`src/sv/erpd_pkg.sv`:
```
// shared types and constants for the escaped run-length page decoder
// no dependencies; imported by every module of the block
`default_nettype none

package erpd_pkg;

  // escape byte of the compressed stream
  localparam logic [7:0] ESC_BYTE = 8'hED;

  // page length after reset
  localparam logic [14:0] PAGE_LENGTH_RESET = 15'h4000;

  // depth of the queue between front and back
  localparam int QDEPTH = 4;
  localparam int QAW    = $clog2(QDEPTH);

  // escape state of the front
  typedef enum logic [3:0] {
    PH_IDLE  = 4'b0001,
    PH_ESC   = 4'b0010,
    PH_ESC2  = 4'b0100,
    PH_COUNT = 4'b1000
  } phase_t;

  // one decoded result
  typedef struct packed {
    logic [7:0] byte_value;
    logic [7:0] repeat_count;
    logic       page_full;
  } result_t;

  // all results caused by one input byte; the second always has count 1
  typedef struct packed {
    result_t    first;
    logic       two;
    logic [7:0] second_value;
    logic       second_full;
  } entry_t;

endpackage

`default_nettype wire

```
`src/sv/erpd_if.sv`:
```
// channel interfaces of the decoder: compressed input and decoded results
// no dependencies
`default_nettype none

interface erpd_in_if;
  logic       valid;
  logic       ready;
  logic [7:0] compressed_byte;
  logic       end_of_page;

  modport source(output valid, compressed_byte, end_of_page, input ready);
  modport sink(input valid, compressed_byte, end_of_page, output ready);
endinterface

interface erpd_out_if;
  logic       valid;
  logic       ready;
  logic [7:0] byte_value;
  logic [7:0] repeat_count;
  logic       last_of_item;
  logic       page_full;

  modport source(output valid, byte_value, repeat_count, last_of_item, page_full,
                 input ready);
  modport sink(input valid, byte_value, repeat_count, last_of_item, page_full,
               output ready);
endinterface

`default_nettype wire

```
`src/sv/erpd_front.sv`:
```
// front of the decoder: escape state, page position, clipping of runs
// depends on erpd_pkg and erpd_in_if
`default_nettype none

module erpd_front #(
  parameter int MAX_PAGE_BYTES = 16384
) (
  input  wire logic           clk,
  input  wire logic           rst_n,
  erpd_in_if.sink             in_ch,
  input  wire logic           cfg_we,
  input  wire logic [14:0]    cfg_wdata,
  input  wire logic           q_full,
  output logic                q_push,
  output erpd_pkg::entry_t    q_entry
);
  import erpd_pkg::*;

  localparam int PW = $clog2(MAX_PAGE_BYTES + 1);
  localparam int LW = (PW > 15) ? PW : 15;

  logic [14:0]   page_length_r;
  phase_t        phase_r, phase_nxt;
  logic [7:0]    pend_r, pend_nxt;
  logic [PW-1:0] pos_r, pos_nxt;

  logic          accept;
  logic [7:0]    b;
  logic          eop;
  logic [LW-1:0] plen_ext, eff_len, pos_ext, room, pos1, pos2;
  logic          active;
  logic          want0, pair, emit0, emit1, full0, full1;
  logic [7:0]    val0, cnt0, clipped;

  assign in_ch.ready = !q_full;
  assign accept      = in_ch.valid && in_ch.ready;
  assign b           = in_ch.compressed_byte;
  assign eop         = in_ch.end_of_page;

  // effective page length clamped to 1..MAX_PAGE_BYTES
  always_comb begin
    plen_ext = LW'(page_length_r);
    if (plen_ext == '0) begin
      eff_len = LW'(1);
    end else if (plen_ext > LW'(MAX_PAGE_BYTES)) begin
      eff_len = LW'(MAX_PAGE_BYTES);
    end else begin
      eff_len = plen_ext;
    end
  end

  assign pos_ext = LW'(pos_r);
  assign active  = pos_ext < eff_len;

  // escape state step and what it wants to emit
  always_comb begin
    phase_nxt = phase_r;
    pend_nxt  = pend_r;
    want0     = 1'b0;
    pair      = 1'b0;
    val0      = b;
    cnt0      = 8'd1;
    if (active) begin
      unique case (phase_r)
        PH_IDLE: begin
          if (b != ESC_BYTE) begin
            want0 = 1'b1;
          end else if (eop) begin
            want0 = 1'b1;
            val0  = ESC_BYTE;
          end else begin
            phase_nxt = PH_ESC;
          end
        end
        PH_ESC: begin
          if (b != ESC_BYTE) begin
            want0     = 1'b1;
            val0      = ESC_BYTE;
            pair      = 1'b1;
            phase_nxt = PH_IDLE;
          end else begin
            phase_nxt = PH_ESC2;
          end
        end
        PH_ESC2: begin
          pend_nxt  = b;
          phase_nxt = PH_COUNT;
        end
        PH_COUNT: begin
          want0     = 1'b1;
          cnt0      = pend_r;
          pend_nxt  = 8'd0;
          phase_nxt = PH_IDLE;
        end
        default: begin
          phase_nxt = PH_IDLE;
        end
      endcase
    end
    if (eop) begin
      phase_nxt = PH_IDLE;
      pend_nxt  = 8'd0;
    end
  end

  // clip against the room left in the page
  always_comb begin
    room    = eff_len - pos_ext;
    clipped = (LW'(cnt0) > room) ? room[7:0] : cnt0;
    emit0   = want0 && (cnt0 != 8'd0);
    pos1    = pos_ext + LW'(clipped);
    full0   = pos1 >= eff_len;
    emit1   = emit0 && pair && !full0;
    pos2    = pos1 + LW'(1);
    full1   = pos2 >= eff_len;
    if (eop) begin
      pos_nxt = '0;
    end else if (emit1) begin
      pos_nxt = PW'(pos2);
    end else if (emit0) begin
      pos_nxt = PW'(pos1);
    end else begin
      pos_nxt = pos_r;
    end
  end

  // queue entry for this byte
  always_comb begin
    q_entry.first.byte_value   = val0;
    q_entry.first.repeat_count = clipped;
    q_entry.first.page_full    = full0;
    q_entry.two                = emit1;
    q_entry.second_value       = b;
    q_entry.second_full        = full1;
  end

  assign q_push = accept && emit0;

  // state registers
  always_ff @(posedge clk) begin
    if (!rst_n) begin
      page_length_r <= PAGE_LENGTH_RESET;
      phase_r       <= PH_IDLE;
      pend_r        <= 8'd0;
      pos_r         <= '0;
    end else begin
      if (cfg_we) begin
        page_length_r <= cfg_wdata;
      end
      if (accept) begin
        phase_r <= phase_nxt;
        pend_r  <= pend_nxt;
        pos_r   <= pos_nxt;
      end
    end
  end

endmodule

`default_nettype wire

```
`src/sv/erpd_queue.sv`:
```
// short queue of decoded entries between front and back
// depends on erpd_pkg
`default_nettype none

module erpd_queue (
  input  wire logic             clk,
  input  wire logic             rst_n,
  input  wire logic             push,
  input  wire erpd_pkg::entry_t push_entry,
  input  wire logic             pop,
  output erpd_pkg::entry_t      head,
  output logic                  empty,
  output logic                  full
);
  import erpd_pkg::*;

  entry_t          mem_r [QDEPTH];
  logic [QAW-1:0]  wptr_r, rptr_r;
  logic [QAW:0]    count_r, count_nxt;

  assign empty = count_r == '0;
  assign full  = count_r == (QAW+1)'(QDEPTH);
  assign head  = mem_r[rptr_r];

  // occupancy
  always_comb begin
    count_nxt = count_r;
    if (push && !pop) begin
      count_nxt = count_r + (QAW+1)'(1);
    end else if (pop && !push) begin
      count_nxt = count_r - (QAW+1)'(1);
    end
  end

  // storage, no reset needed
  always_ff @(posedge clk) begin
    if (push) begin
      mem_r[wptr_r] <= push_entry;
    end
  end

  // pointers
  always_ff @(posedge clk) begin
    if (!rst_n) begin
      wptr_r  <= '0;
      rptr_r  <= '0;
      count_r <= '0;
    end else begin
      if (push) begin
        wptr_r <= wptr_r + QAW'(1);
      end
      if (pop) begin
        rptr_r <= rptr_r + QAW'(1);
      end
      count_r <= count_nxt;
    end
  end

endmodule

`default_nettype wire

```
`src/sv/erpd_back.sv`:
```
// back of the decoder: delivers the one or two results of each queue entry
// depends on erpd_pkg and erpd_out_if
`default_nettype none

module erpd_back (
  input  wire logic             clk,
  input  wire logic             rst_n,
  input  wire erpd_pkg::entry_t head,
  input  wire logic             empty,
  output logic                  pop,
  erpd_out_if.source            out_ch
);
  import erpd_pkg::*;

  logic sub_r, sub_nxt;
  logic accept;

  assign out_ch.valid = !empty;
  assign accept       = out_ch.valid && out_ch.ready;

  // select the result of the head entry
  always_comb begin
    if (sub_r) begin
      out_ch.byte_value   = head.second_value;
      out_ch.repeat_count = 8'd1;
      out_ch.page_full    = head.second_full;
      out_ch.last_of_item = 1'b1;
    end else begin
      out_ch.byte_value   = head.first.byte_value;
      out_ch.repeat_count = head.first.repeat_count;
      out_ch.page_full    = head.first.page_full;
      out_ch.last_of_item = !head.two;
    end
  end

  // step through the entry, pop after its last result
  assign pop     = accept && (sub_r || !head.two);
  assign sub_nxt = accept ? (!sub_r && head.two) : sub_r;

  always_ff @(posedge clk) begin
    if (!rst_n) begin
      sub_r <= 1'b0;
    end else begin
      sub_r <= sub_nxt;
    end
  end

endmodule

`default_nettype wire

```
`src/sv/escaped_rle_page_decoder_top.sv`:
```
// top level of the escaped run-length page decoder
// depends on erpd_pkg, erpd_if, erpd_front, erpd_queue, erpd_back
//
// usage
//   in_ch carries one compressed byte per transaction with end_of_page set on
//   the last byte of a page. out_ch carries decoded results: a byte value and
//   a repeat count already clipped to the page, last_of_item on the final
//   result of an input byte and page_full once the page length is reached.
//   cfg_we/cfg_wdata write page_length; write it only while the block is idle.
// timing
//   a result passes through the queue's storage registers before it is offered on out_ch.
//   the front takes one byte per cycle unless the queue is full; the back
//   delivers one result per cycle while out_ch.ready is high, so a byte
//   that decodes into two results takes two output transfers. a four-entry
//   queue between front and back sets how many bytes can be taken while the
//   receiver stalls; in_ch.ready drops only when that queue is full.
// reset
//   rst_n (synchronous, active low) empties the queue, returns the escape
//   state and page position to the start of a page and page_length to 16384.
`default_nettype none

module escaped_rle_page_decoder_top #(
  parameter int MAX_PAGE_BYTES = 16384
) (
  input  wire logic        clk,
  input  wire logic        rst_n,
  erpd_in_if.sink          in_ch,
  erpd_out_if.source       out_ch,
  input  wire logic        cfg_we,
  input  wire logic [14:0] cfg_wdata
);
  import erpd_pkg::*;

  logic   q_push, q_pop, q_empty, q_full;
  entry_t q_in, q_head;

  // classify bytes and clip runs
  erpd_front #(
    .MAX_PAGE_BYTES(MAX_PAGE_BYTES)
  ) u_front (
    .clk      (clk),
    .rst_n    (rst_n),
    .in_ch    (in_ch),
    .cfg_we   (cfg_we),
    .cfg_wdata(cfg_wdata),
    .q_full   (q_full),
    .q_push   (q_push),
    .q_entry  (q_in)
  );

  // decouple front and back
  erpd_queue u_queue (
    .clk       (clk),
    .rst_n     (rst_n),
    .push      (q_push),
    .push_entry(q_in),
    .pop       (q_pop),
    .head      (q_head),
    .empty     (q_empty),
    .full      (q_full)
  );

  // deliver results
  erpd_back u_back (
    .clk   (clk),
    .rst_n (rst_n),
    .head  (q_head),
    .empty (q_empty),
    .pop   (q_pop),
    .out_ch(out_ch)
  );

  // checks
  a_no_overflow: assert property (@(posedge clk) disable iff (!rst_n)
    q_push |-> !q_full || q_pop)
    else $error("queue push while full");

  a_count_nonzero: assert property (@(posedge clk) disable iff (!rst_n)
    out_ch.valid |-> out_ch.repeat_count != 8'd0)
    else $error("result with zero repeat count");

  a_full_is_last: assert property (@(posedge clk) disable iff (!rst_n)
    out_ch.valid && out_ch.page_full |-> out_ch.last_of_item)
    else $error("result after the page filled");

  a_pop_on_accept: assert property (@(posedge clk) disable iff (!rst_n)
    q_pop |-> out_ch.valid && out_ch.ready && out_ch.last_of_item)
    else $error("queue popped without delivering the last result");

endmodule

`default_nettype wire

```
`src/flat_wrapper.sv`:
```
// flat-port wrapper written by rule: the top's interface ports become plain ports
module escaped_rle_page_decoder_top_flat import erpd_pkg::*;
#(
  parameter int MAX_PAGE_BYTES = 16384
)
  (clk, rst_n, cfg_we, cfg_wdata, in_ch_valid, in_ch_compressed_byte, in_ch_end_of_page, in_ch_ready, out_ch_valid, out_ch_byte_value, out_ch_repeat_count, out_ch_last_of_item, out_ch_page_full, out_ch_ready);
  erpd_in_if in_ch_i ();
  erpd_out_if out_ch_i ();
  input  wire logic clk;
  input  wire logic rst_n;
  input  wire logic cfg_we;
  input  wire logic [14:0] cfg_wdata;
  input wire logic [$bits(in_ch_i.valid)-1:0] in_ch_valid;
  input wire logic [$bits(in_ch_i.compressed_byte)-1:0] in_ch_compressed_byte;
  input wire logic [$bits(in_ch_i.end_of_page)-1:0] in_ch_end_of_page;
  output wire logic [$bits(in_ch_i.ready)-1:0] in_ch_ready;
  output wire logic [$bits(out_ch_i.valid)-1:0] out_ch_valid;
  output wire logic [$bits(out_ch_i.byte_value)-1:0] out_ch_byte_value;
  output wire logic [$bits(out_ch_i.repeat_count)-1:0] out_ch_repeat_count;
  output wire logic [$bits(out_ch_i.last_of_item)-1:0] out_ch_last_of_item;
  output wire logic [$bits(out_ch_i.page_full)-1:0] out_ch_page_full;
  input wire logic [$bits(out_ch_i.ready)-1:0] out_ch_ready;
  assign in_ch_i.valid = in_ch_valid;
  assign in_ch_i.compressed_byte = in_ch_compressed_byte;
  assign in_ch_i.end_of_page = in_ch_end_of_page;
  assign in_ch_ready = in_ch_i.ready;
  assign out_ch_valid = out_ch_i.valid;
  assign out_ch_byte_value = out_ch_i.byte_value;
  assign out_ch_repeat_count = out_ch_i.repeat_count;
  assign out_ch_last_of_item = out_ch_i.last_of_item;
  assign out_ch_page_full = out_ch_i.page_full;
  assign out_ch_i.ready = out_ch_ready;
  escaped_rle_page_decoder_top #(.MAX_PAGE_BYTES(MAX_PAGE_BYTES)) u_core (.clk(clk), .rst_n(rst_n), .in_ch(in_ch_i), .out_ch(out_ch_i), .cfg_we(cfg_we), .cfg_wdata(cfg_wdata));
endmodule
```
`config.mk`:
```
export PLATFORM = sky130hd
export DESIGN_NAME = escaped_rle_page_decoder_top_flat
export DESIGN_NICKNAME = d
export VERILOG_FILES = /design/src/sv/erpd_pkg.sv /design/src/sv/erpd_if.sv /design/src/sv/erpd_front.sv /design/src/sv/erpd_queue.sv /design/src/sv/erpd_back.sv /design/src/sv/escaped_rle_page_decoder_top.sv /design/src/flat_wrapper.sv
export SDC_FILE = /design/constraint.sdc
export NUM_CORES = 1
export LEC_CHECK = 0
export ABC_AREA = 1
export BUFFER_PORTS_ARGS = -buffer_cell sky130_fd_sc_hd__clkbuf_2
export CAP_MARGIN = 20
export CORE_MARGIN = 10
export CORE_UTILIZATION = 45
export CTS_BUF_LIST = sky130_fd_sc_hd__clkbuf_4 sky130_fd_sc_hd__clkbuf_8
export DETAILED_ROUTE_END_ITERATION = 12
export HOLD_SLACK_MARGIN = 0.02
export PLACE_DENSITY = 0.67
export SLEW_MARGIN = 10
export SYNTH_ARGS = -nofsm -noshare
export SYNTH_HDL_FRONTEND = slang
export SYNTH_SLANG_ARGS = --single-unit
```
`constraint.sdc`:
```
create_clock -name clk -period 14.52 [get_ports clk]
set_input_delay 1.452 -clock clk [delete_from_list [all_inputs] [get_ports clk]]
set_output_delay 1.452 -clock clk [all_outputs]
set_load 0.01 [all_outputs]
```
==> impl_results.md, run 1 <==
* Ports at 49
* H-tree levels at 4
* Layout cell share with drive strength beyond 1 at 0.101
* N_diodes at 0
* Most instantiated cells after synthesis: nand2_1, nor2_1, inv_1, edfxtp_1, o21ai_0
* Syn_nets at 1328
* Initial Util at 0.455
* P per Cell Area at about 120 nW/µm²
* Setup crit end kind: flop
* Slowest CP cell: fa_1
* Final nets at 1365
* Final ANT Viol Nets at 0
* Pin count of the biggest net entering global routing at 56
* Mapped Area at around 10000 µm²
* Most common cell in the netlist: nand2_1
* Critical Path Fanout Max at 20
* Num Clock Sinks at between 150 and 200
* Leak Pwr at 4.75 nW
* IO Port Bufs at 48
* Hold Slack at ~0.47 ns
* Min-Delay Startpoint: u_core.u_queue.rptr_r[1]
* Synth Flop Type: edfxtp_1
* GRT overflow at 0
* Root Buffer: clkbuf_8
* Fmax achieved at 123 MHz
* # fillers at 2134
* Initial DRT Pass Iterations at 6
* RR Startpoint: u_core.u_front.page_length_r[12]
* Hold-fix buffers at CTS at 0
* Die height at roughly 170 µm
* Die W at 168 µm
* Yosys Warn Count at 0
* Clock-pin slew on the worst setup and hold paths at approximately 0.1 ns
* DP HPWL at 17900 µm
* Num rows at 54
* Cell area after layout at 10800 µm²
* Share of flip-flops with an asynchronous set or reset at 0
* Drt total wl at 24400 µm
* Overall Global Routing Usage at 0.169
* Hold WC Path Type: reg -> reg
* Actual slew at the worst max-slew pin at 0.875 ns
* EDFF count, synth at 108
* Worst ir drop on vdd at about 0.000083 V
* Worst EP required at 14.89 ns
* Post-Synthesis Mean Instance Area at 8.02 µm²
* Library cells used by synthesis at 52
* Placed cell areas at 10400 µm²
* Max Cap Violations at 0
* WHS Path Cells at 2
* First-pass GRT wire length at about 39000 µm
* #FFs+latches synth at 160
* Clk_lat worst skew at 0.46 ns
* CTS Buf Count at 17
* Register-to-Register Path Depth at 47
* Setup TNS at 0 ns
* Via density at about 5.3
* Post-route DRC at 0
* Worst rel slew slack at 0.413
* Synth Instances at 1231
* Antenna violations before repair at 0
* Crit path launch type: flop
* Fin crit period at around 8 ns
* Reg-to-reg endpoint: u_core.u_front.pos_ext[9]
* Tcrit/Tclk final at 0.560
* Total die area at approximately 28000 µm²
* Most Frequent Cell on Critical Path: nand2_1
* Final hold viol count at 0
* Clock Skew at about 0.025 ns
* # resized after CTS at 0
* Synth top area share at 0.328
* Unrepaired setup endpoints after global routing: no
* Core Region at 21700 µm²
* Area Overhead vs Synth at 8.90%
* Outcome: finished, final reports clean
* Post-CTS Repair Setup Buffers at 0
* Hold EP: u_core.u_queue.rptr_r[1]
* Kind of critical path: reg -> reg
* Crit path max-delay family: simple AND/OR/NAND/NOR gates
* Seq/Total Area, Yosys at 0.434
* R2r setup slk at 6.39 ns
* Vias post-DR at 8297
* CTS tree: yes
* Slowest stage delay, CP at 0.45 ns
* Number of global-route vias before repair at 7693
* Iteration-0 DRC Markers at 562
* Max-slew violation count at 0
* Yosys top cell by area: edfxtp_1
* Routed WL per cell at approximately 16 µm
* Largest cells by area after synthesis: edfxtp_1, dfxtp_1, nand2_1
* Max Buffers Root-to-Sink at 2
* Setup violators final at 0
* Worst Path Buf+Inv at 1
* GP Congestion at 0.927
* Critical path arrival at 8.50 ns
-- stage by stage --
step | cells | total power [W] | setup WS, ns | util
after detailed placement | 1529 | 0.00103 | 6.54 | 0.478
after global routing | 1561 | 0.00143 | 5.82 | 0.496
after floorplan | 1231 | 0.000892 | 7.87 | -
after global placement | 1529 | 0.00102 | 6.50 | 0.478
final | 1561 | 0.00134 | 6.39 | 0.496
after CTS | 1561 | 0.00135 | 6.48 | 0.496
-- sequential cells by signal (all words and copies together), names as in the netlist, named ones only --
signal / count
u_core.u_queue.mem_r: 108
u_core.u_queue.count_r: 3
u_core.u_front.pos_ext: 15
u_core.u_queue.rptr_r: 2
u_core.u_front.pend_r: 8
u_core.u_queue.wptr_r: 2
u_core.u_front.phase_r: 4
u_core.u_front.page_length_r: 15
u_core.u_back.sub_r: 1
-- cells in the final DEF, fill, tap and decap left out, types with 3 or more instances in the layout --
cell,count
nand3_1,67
buf_4,8
fa_1,3
nor2_2,6
clkbuf_2,48
inv_1,140
o22ai_1,10
inv_6,4
o21ai_1,6
a211oi_1,7
nand2_1,225
o21bai_1,5
nor3_1,18
nand2_4,5
a31oi_1,15
ha_1,65
nand2_2,5
xor2_1,17
nor4_1,3
inv_8,4
dfxtp_1,51
and2_1,3
clkinv_1,3
edfxtp_1,108
inv_2,3
nand3b_1,5
nand4_1,20
o21ai_0,103
nor2_1,186
a21oi_1,77
o21a_1,3
nand3_2,7
clkinv_4,3
nor3_2,3
clkbuf_8,17
-- cells by family (layout without fill, tap and decap cells) --
| logic type | count (synthesis) | in the layout | share of synthesized area |
|---|---|---|---|
| fa+ha+maj | 68 | 68 | 0.0884 |
| buf+inv | 184 | 234 | 0.0730 |
| simple gates | 561 | 561 | 0.254 |
| compound gates | 238 | 238 | 0.132 |
| xor+xnor | 20 | 20 | 0.0193 |
| flops | 160 | 160 | 0.434 |
-- cell type report --
class | instances | area (µm²) | area share
sequential | 160 | 4290 | 0.398
clock inverter | 13 | 141 | 0.0131
clock buffer | 19 | 249 | 0.0231
timing repair buffer | 56 | 300 | 0.0279
inverter | 146 | 548 | 0.0509
tap | 280 | 350 | 0.0326
multi-input combinational | 887 | 4880 | 0.454
-- worst max-delay path by stage --
| stage | from | endpoint | slack, ns | depth (start not counted) |
|---|---|---|---|---|
| CTS | u_core.u_front.page_length_r[12] | u_core.u_front.pos_ext[9] | 6.48 | 47 |
| detailed placement | u_core.u_front.page_length_r[12] | u_core.u_front.pos_ext[9] | 6.54 | 47 |
| floorplan | u_core.u_front.page_length_r[5] | u_core.u_front.pos_ext[8] | 7.87 | 47 |
| finish | u_core.u_front.page_length_r[12] | u_core.u_front.pos_ext[9] | 6.39 | 47 |
| global route | u_core.u_front.page_length_r[12] | u_core.u_front.pos_ext[9] | 5.82 | 47 |
| global placement | u_core.u_front.page_length_r[12] | u_core.u_front.pos_ext[9] | 6.50 | 47 |
-- per-layer routing --
metal | global-route usage | part of all wire
met1 | 0.220 | 0.46
met2 | 0.285 | 0.48
met4 | 0.0477 | 0.020
met5 | 0 | 0
met3 | 0.0265 | 0.047
-- where the power goes --
group / switching (W) / internal [W]
combinational: 0.000304 / 0.000150
clock: 0.000183 / 0.000147
sequential: 0.0000220 / 0.000538
total: 0.000509 / 0.000834
-- worst min-delay path: cells and delay by family, from the launching register on --
| family | cells | cell delay, ns |
|---|---|---|
| AO/OA/AOI/OAI | 1 | 0.07 |
| flip-flops | 1 | 0.30 |
| buffers and inverters | 1 | 0.06 |
Note: power is estimated with default switching activity, not from simulation.
==> inputs of run 2 (changes only) <==
--- a/config.mk
+++ b/config.mk
@@ -13,7 +13,7 @@
 export CTS_BUF_LIST = sky130_fd_sc_hd__clkbuf_4 sky130_fd_sc_hd__clkbuf_8
 export DETAILED_ROUTE_END_ITERATION = 12
 export HOLD_SLACK_MARGIN = 0.02
-export PLACE_DENSITY = 0.67
+export PLACE_DENSITY = 0.69
 export SLEW_MARGIN = 10
 export SYNTH_ARGS = -nofsm -noshare
 export SYNTH_HDL_FRONTEND = slang
==> constraint.sdc (replaced) <==
create_clock -name clk -period 6.73 [get_ports clk]
set_input_delay 0.673 -clock clk [delete_from_list [all_inputs] [get_ports clk]]
set_output_delay 0.673 -clock clk [all_outputs]
set_load 0.01 [all_outputs]
==> run 2 against run 1 <==
  * Final area is 17% higher
  * Via count up 10%
  * Total power increased by 130%
  * Clock-buffer cell count is 2 lower
  * Maximum frequency is 22% higher
  * Non-clock buffer count increased by 132
  * Flip-flop and latch count is the same
  * Clock power up 120%
  * Sequential share of layout area decreased by 5.6 points
  * Clock skew barely moved
  * Sequential power grew 120%
  * Hold slack worse by 0.044 ns
  * Critical endpoint is now u_core.u_queue.mem_r[2][0]
  * Highest routed layer unchanged
==> impl_results.md, run 2 (same netlist as run 1, synthesis figures left out) <==
* Commonest non-fill, non-tap cells in the layout: nand2_1, nor2_1, buf_4
* Core Region at 21700 µm² (unchanged)
* GRT overflow at 0 (unchanged)
* Final ANT Viol Nets at 0 (unchanged)
* H-tree levels at 4 (unchanged)
* Die W at 168 µm (unchanged)
* Clock Skew at 0.0253 ns (+0.000403 ns)
* Min-Delay Startpoint: cfg_wdata[14]
* Area taken by multi-input logic gates at 5620 µm² (+15%)
* First-pass GRT wire length at 42700 µm (+8.2%)
* Cell-internal power at 0.00193 W (+130%)
* Kind of critical path: reg -> reg
* Setup crit end kind: flop
* Via density at 5.41 (+1.7%)
* Slowest CP cell: fa_2
* Max-slew violation count at 0 (unchanged)
* Fin crit period at 6.68 ns (-1.46 ns)
* Actual slew at the worst max-slew pin at 1.08 ns (+0.209 ns)
* Outcome: finished, final reports clean
* Initial Util at 0.455 (unchanged)
* Num Clock Sinks at 160 (unchanged)
* Slowest stage delay, CP at 0.57 ns (+0.12 ns)
* # fillers at 1894 (-11%)
* Hold Slack at 0.427 ns (-0.0439 ns)
* Worst EP required at 6.91 ns (-7.98 ns)
* Critical path arrival at 6.86 ns (-1.64 ns)
* Final nets at 1498 (+9.7%)
* Cell area after layout at 12600 µm² (+17%)
* Tcrit/Tclk final at 0.992 (+0.432)
* Clock-pin slew on the worst setup and hold paths at 0.10 ns (about the same)
* CTS tree: yes
* RR Startpoint: u_core.u_front.page_length_r[6]
* Die height at 168 µm (unchanged)
* Reg-to-reg endpoint: u_core.u_queue.mem_r[2][0]
* Root Buffer: clkbuf_8
* Hold-fix buffers at CTS at 0 (unchanged)
* Biggest register: u_core.u_queue.mem_r
* CTS Buf Count at 17 (unchanged)
* DP HPWL at 18900 µm (+5.5%)
* Initial DRT Pass Iterations at 6 (unchanged)
* Max Cap Violations at 0 (unchanged)
* Worst ir drop on vdd at 0.000121 V (+46%)
* Ports at 49 (unchanged)
* Post-route DRC at 0 (unchanged)
* Routed WL per cell at 16.4 µm (+4.6%)
* Register area at 4300 µm² (+0.41%)
* Hold WC Path Type: in -> reg
* Pin count of the biggest net entering global routing at 56 (unchanged)
* Total die area at 28300 µm² (unchanged)
* Unrepaired setup endpoints after global routing: yes
* Leak Pwr at 5.54 nW (+17%)
* Sw Share at 0.380 (+0.00129)
* Iteration-0 DRC Markers at 616 (+9.6%)
* Hold EP: u_core.u_front.page_length_r[14]
* Switching pwr at 0.00118 W (+130%)
* Antenna violations before repair at 0 (unchanged)
* Fmax achieved at 150 MHz (+22%)
* IO Port Bufs at 48 (unchanged)
* P per Cell Area at 247 nW/µm² (+98%)
* Clk_lat worst skew at 0.47 ns (about the same)
* GP Congestion at 0.952 (+2.8%)
* Num rows at 54 (unchanged)
* Clock share of power at 0.237 (-0.009)
* Crit path launch type: flop
* Drt total wl at 27700 µm (+14%)
* Placed cell areas at 11100 µm² (+7.3%)
* Setup violators final at 0 (unchanged)
* Commonest non-fill, non-tap cell in the layout: nand2_1
* Sequential share of power at 0.389 (-0.028)
* Number of global-route vias before repair at 8501 (+11%)
* Comb power frac at 0.374 (+0.036)
* WHS Path Cells at 3 (+1)
* R2r setup slk at 0.05 ns (-6.33 ns)
* Register-to-Register Path Depth at 47 (unchanged)
* Critical Path Fanout Max at 7 (-65%)
* Vias post-DR at 9158 (+10%)
* N_diodes at 0 (unchanged)
* Worst rel slew slack at 0.273 (-0.140)
* Final hold viol count at 0 (unchanged)
* Area Overhead vs Synth at 27.3%
* Overall Global Routing Usage at 0.184 (+0.0150)
* Layout cell share with drive strength beyond 1 at 0.282 (+0.181)
* Max reg flops at 108 (unchanged)
* Max Buffers Root-to-Sink at 2 (unchanged)
==> run 2: cell types whose count changed in the layout (fill, tap and decap cells not counted), moves of 11 or more <==
cell,change
buf_4,+127
ha_4,+20
o21ai_0,-12
a21oi_1,-16
dfxtp_1,-12
nor2_1,-13
ha_1,-23
a21oi_2,+13
nand2_2,+28
nand2_1,-37
dfxtp_2,+11
==> run 2: worst max-delay path by stage <==
stage	endpoint	depth (start not counted)	startpoint	slack (ns)
5_1_grt	u_core.u_queue.mem_r[1][0]	47	u_core.u_front.page_length_r[9]	-0.42
2_1_floorplan	u_core.u_front.pos_ext[8]	47	u_core.u_front.page_length_r[5]	0.08
3_3_place_gp	u_core.u_queue.mem_r[2][0]	49	u_core.u_front.page_length_r[3]	-0.23
3_5_place_dp	u_core.u_queue.mem_r[2][0]	49	u_core.u_front.page_length_r[2]	-0.29
4_1_cts	u_core.u_queue.mem_r[2][0]	49	u_core.u_front.page_length_r[2]	0.04
6_report	u_core.u_queue.mem_r[2][0]	47	u_core.u_front.page_length_r[6]	0.05
==> run 2: power by group through the flow <==
stage | Sequential [W] | Clock [W] | Combinational, W
2_1_floorplan | 0.00121 | 0 | 0.000713
3_3_place_gp | 0.00123 | 0 | 0.00103
3_5_place_dp | 0.00123 | 0 | 0.00105
4_1_cts | 0.00121 | 0.000750 | 0.00107
5_1_grt | 0.00122 | 0.000793 | 0.00130
6_report | 0.00121 | 0.000738 | 0.00116
==> run 2: repair_timing <==
action / 4_1_cts / 5_1_grt
setup endpoints to repair: 23 / 27
setup buffers: 3 / 27
pin swaps: 5 / 73
gates resized for setup: 19 / 167
gates cloned: 0 / 2
==> run 2: worst max-delay path: cells and delay by family, from the launching register on <==
family                     cells  cell delay (ns)
adders and majority gates      6             1.47
and+or+nand+nor               27             2.75
buffers and inverters          6             0.65
AOI/OAI and AO/OA              8             1.17
DFF                            1             0.34
==> run 2: per-stage QoR <==
step           utilization  TNS, ns  setup slack, ns  power, W  cells
5_1_grt              0.580    -6.43           -0.423   0.00331   1694
2_1_floorplan            -        0           0.0781   0.00192   1231
6_report             0.580        0           0.0546   0.00311   1694
3_5_place_dp         0.513    -2.94           -0.289   0.00228   1630
3_3_place_gp         0.513    -1.18           -0.229   0.00226   1630
4_1_cts              0.537        0           0.0350   0.00302   1665
==> run 2: layer usage <==
| metal | global-route usage | vias up | wire, µm |
|---|---|---|---|
| met1 | 0.227 | 4300 | 11600 |
| met2 | 0.314 | 319 | 13800 |
| li1 | - | 4484 | - |
| met4 | 0.0742 | 0 | 740 |
| met5 | 0 | - | 0 |
| met3 | 0.0296 | 55 | 1610 |
==> run 2: area by class of cell <==
type	instances	share of cell area
Tap cell	280	0.0279
Clock buffer	17	0.0186
Inverter	146	0.0444
Sequential cell	160	0.342
Timing Repair Buffer	188	0.106
Clock inverter	15	0.0140
Multi-Input combinational cell	888	0.447
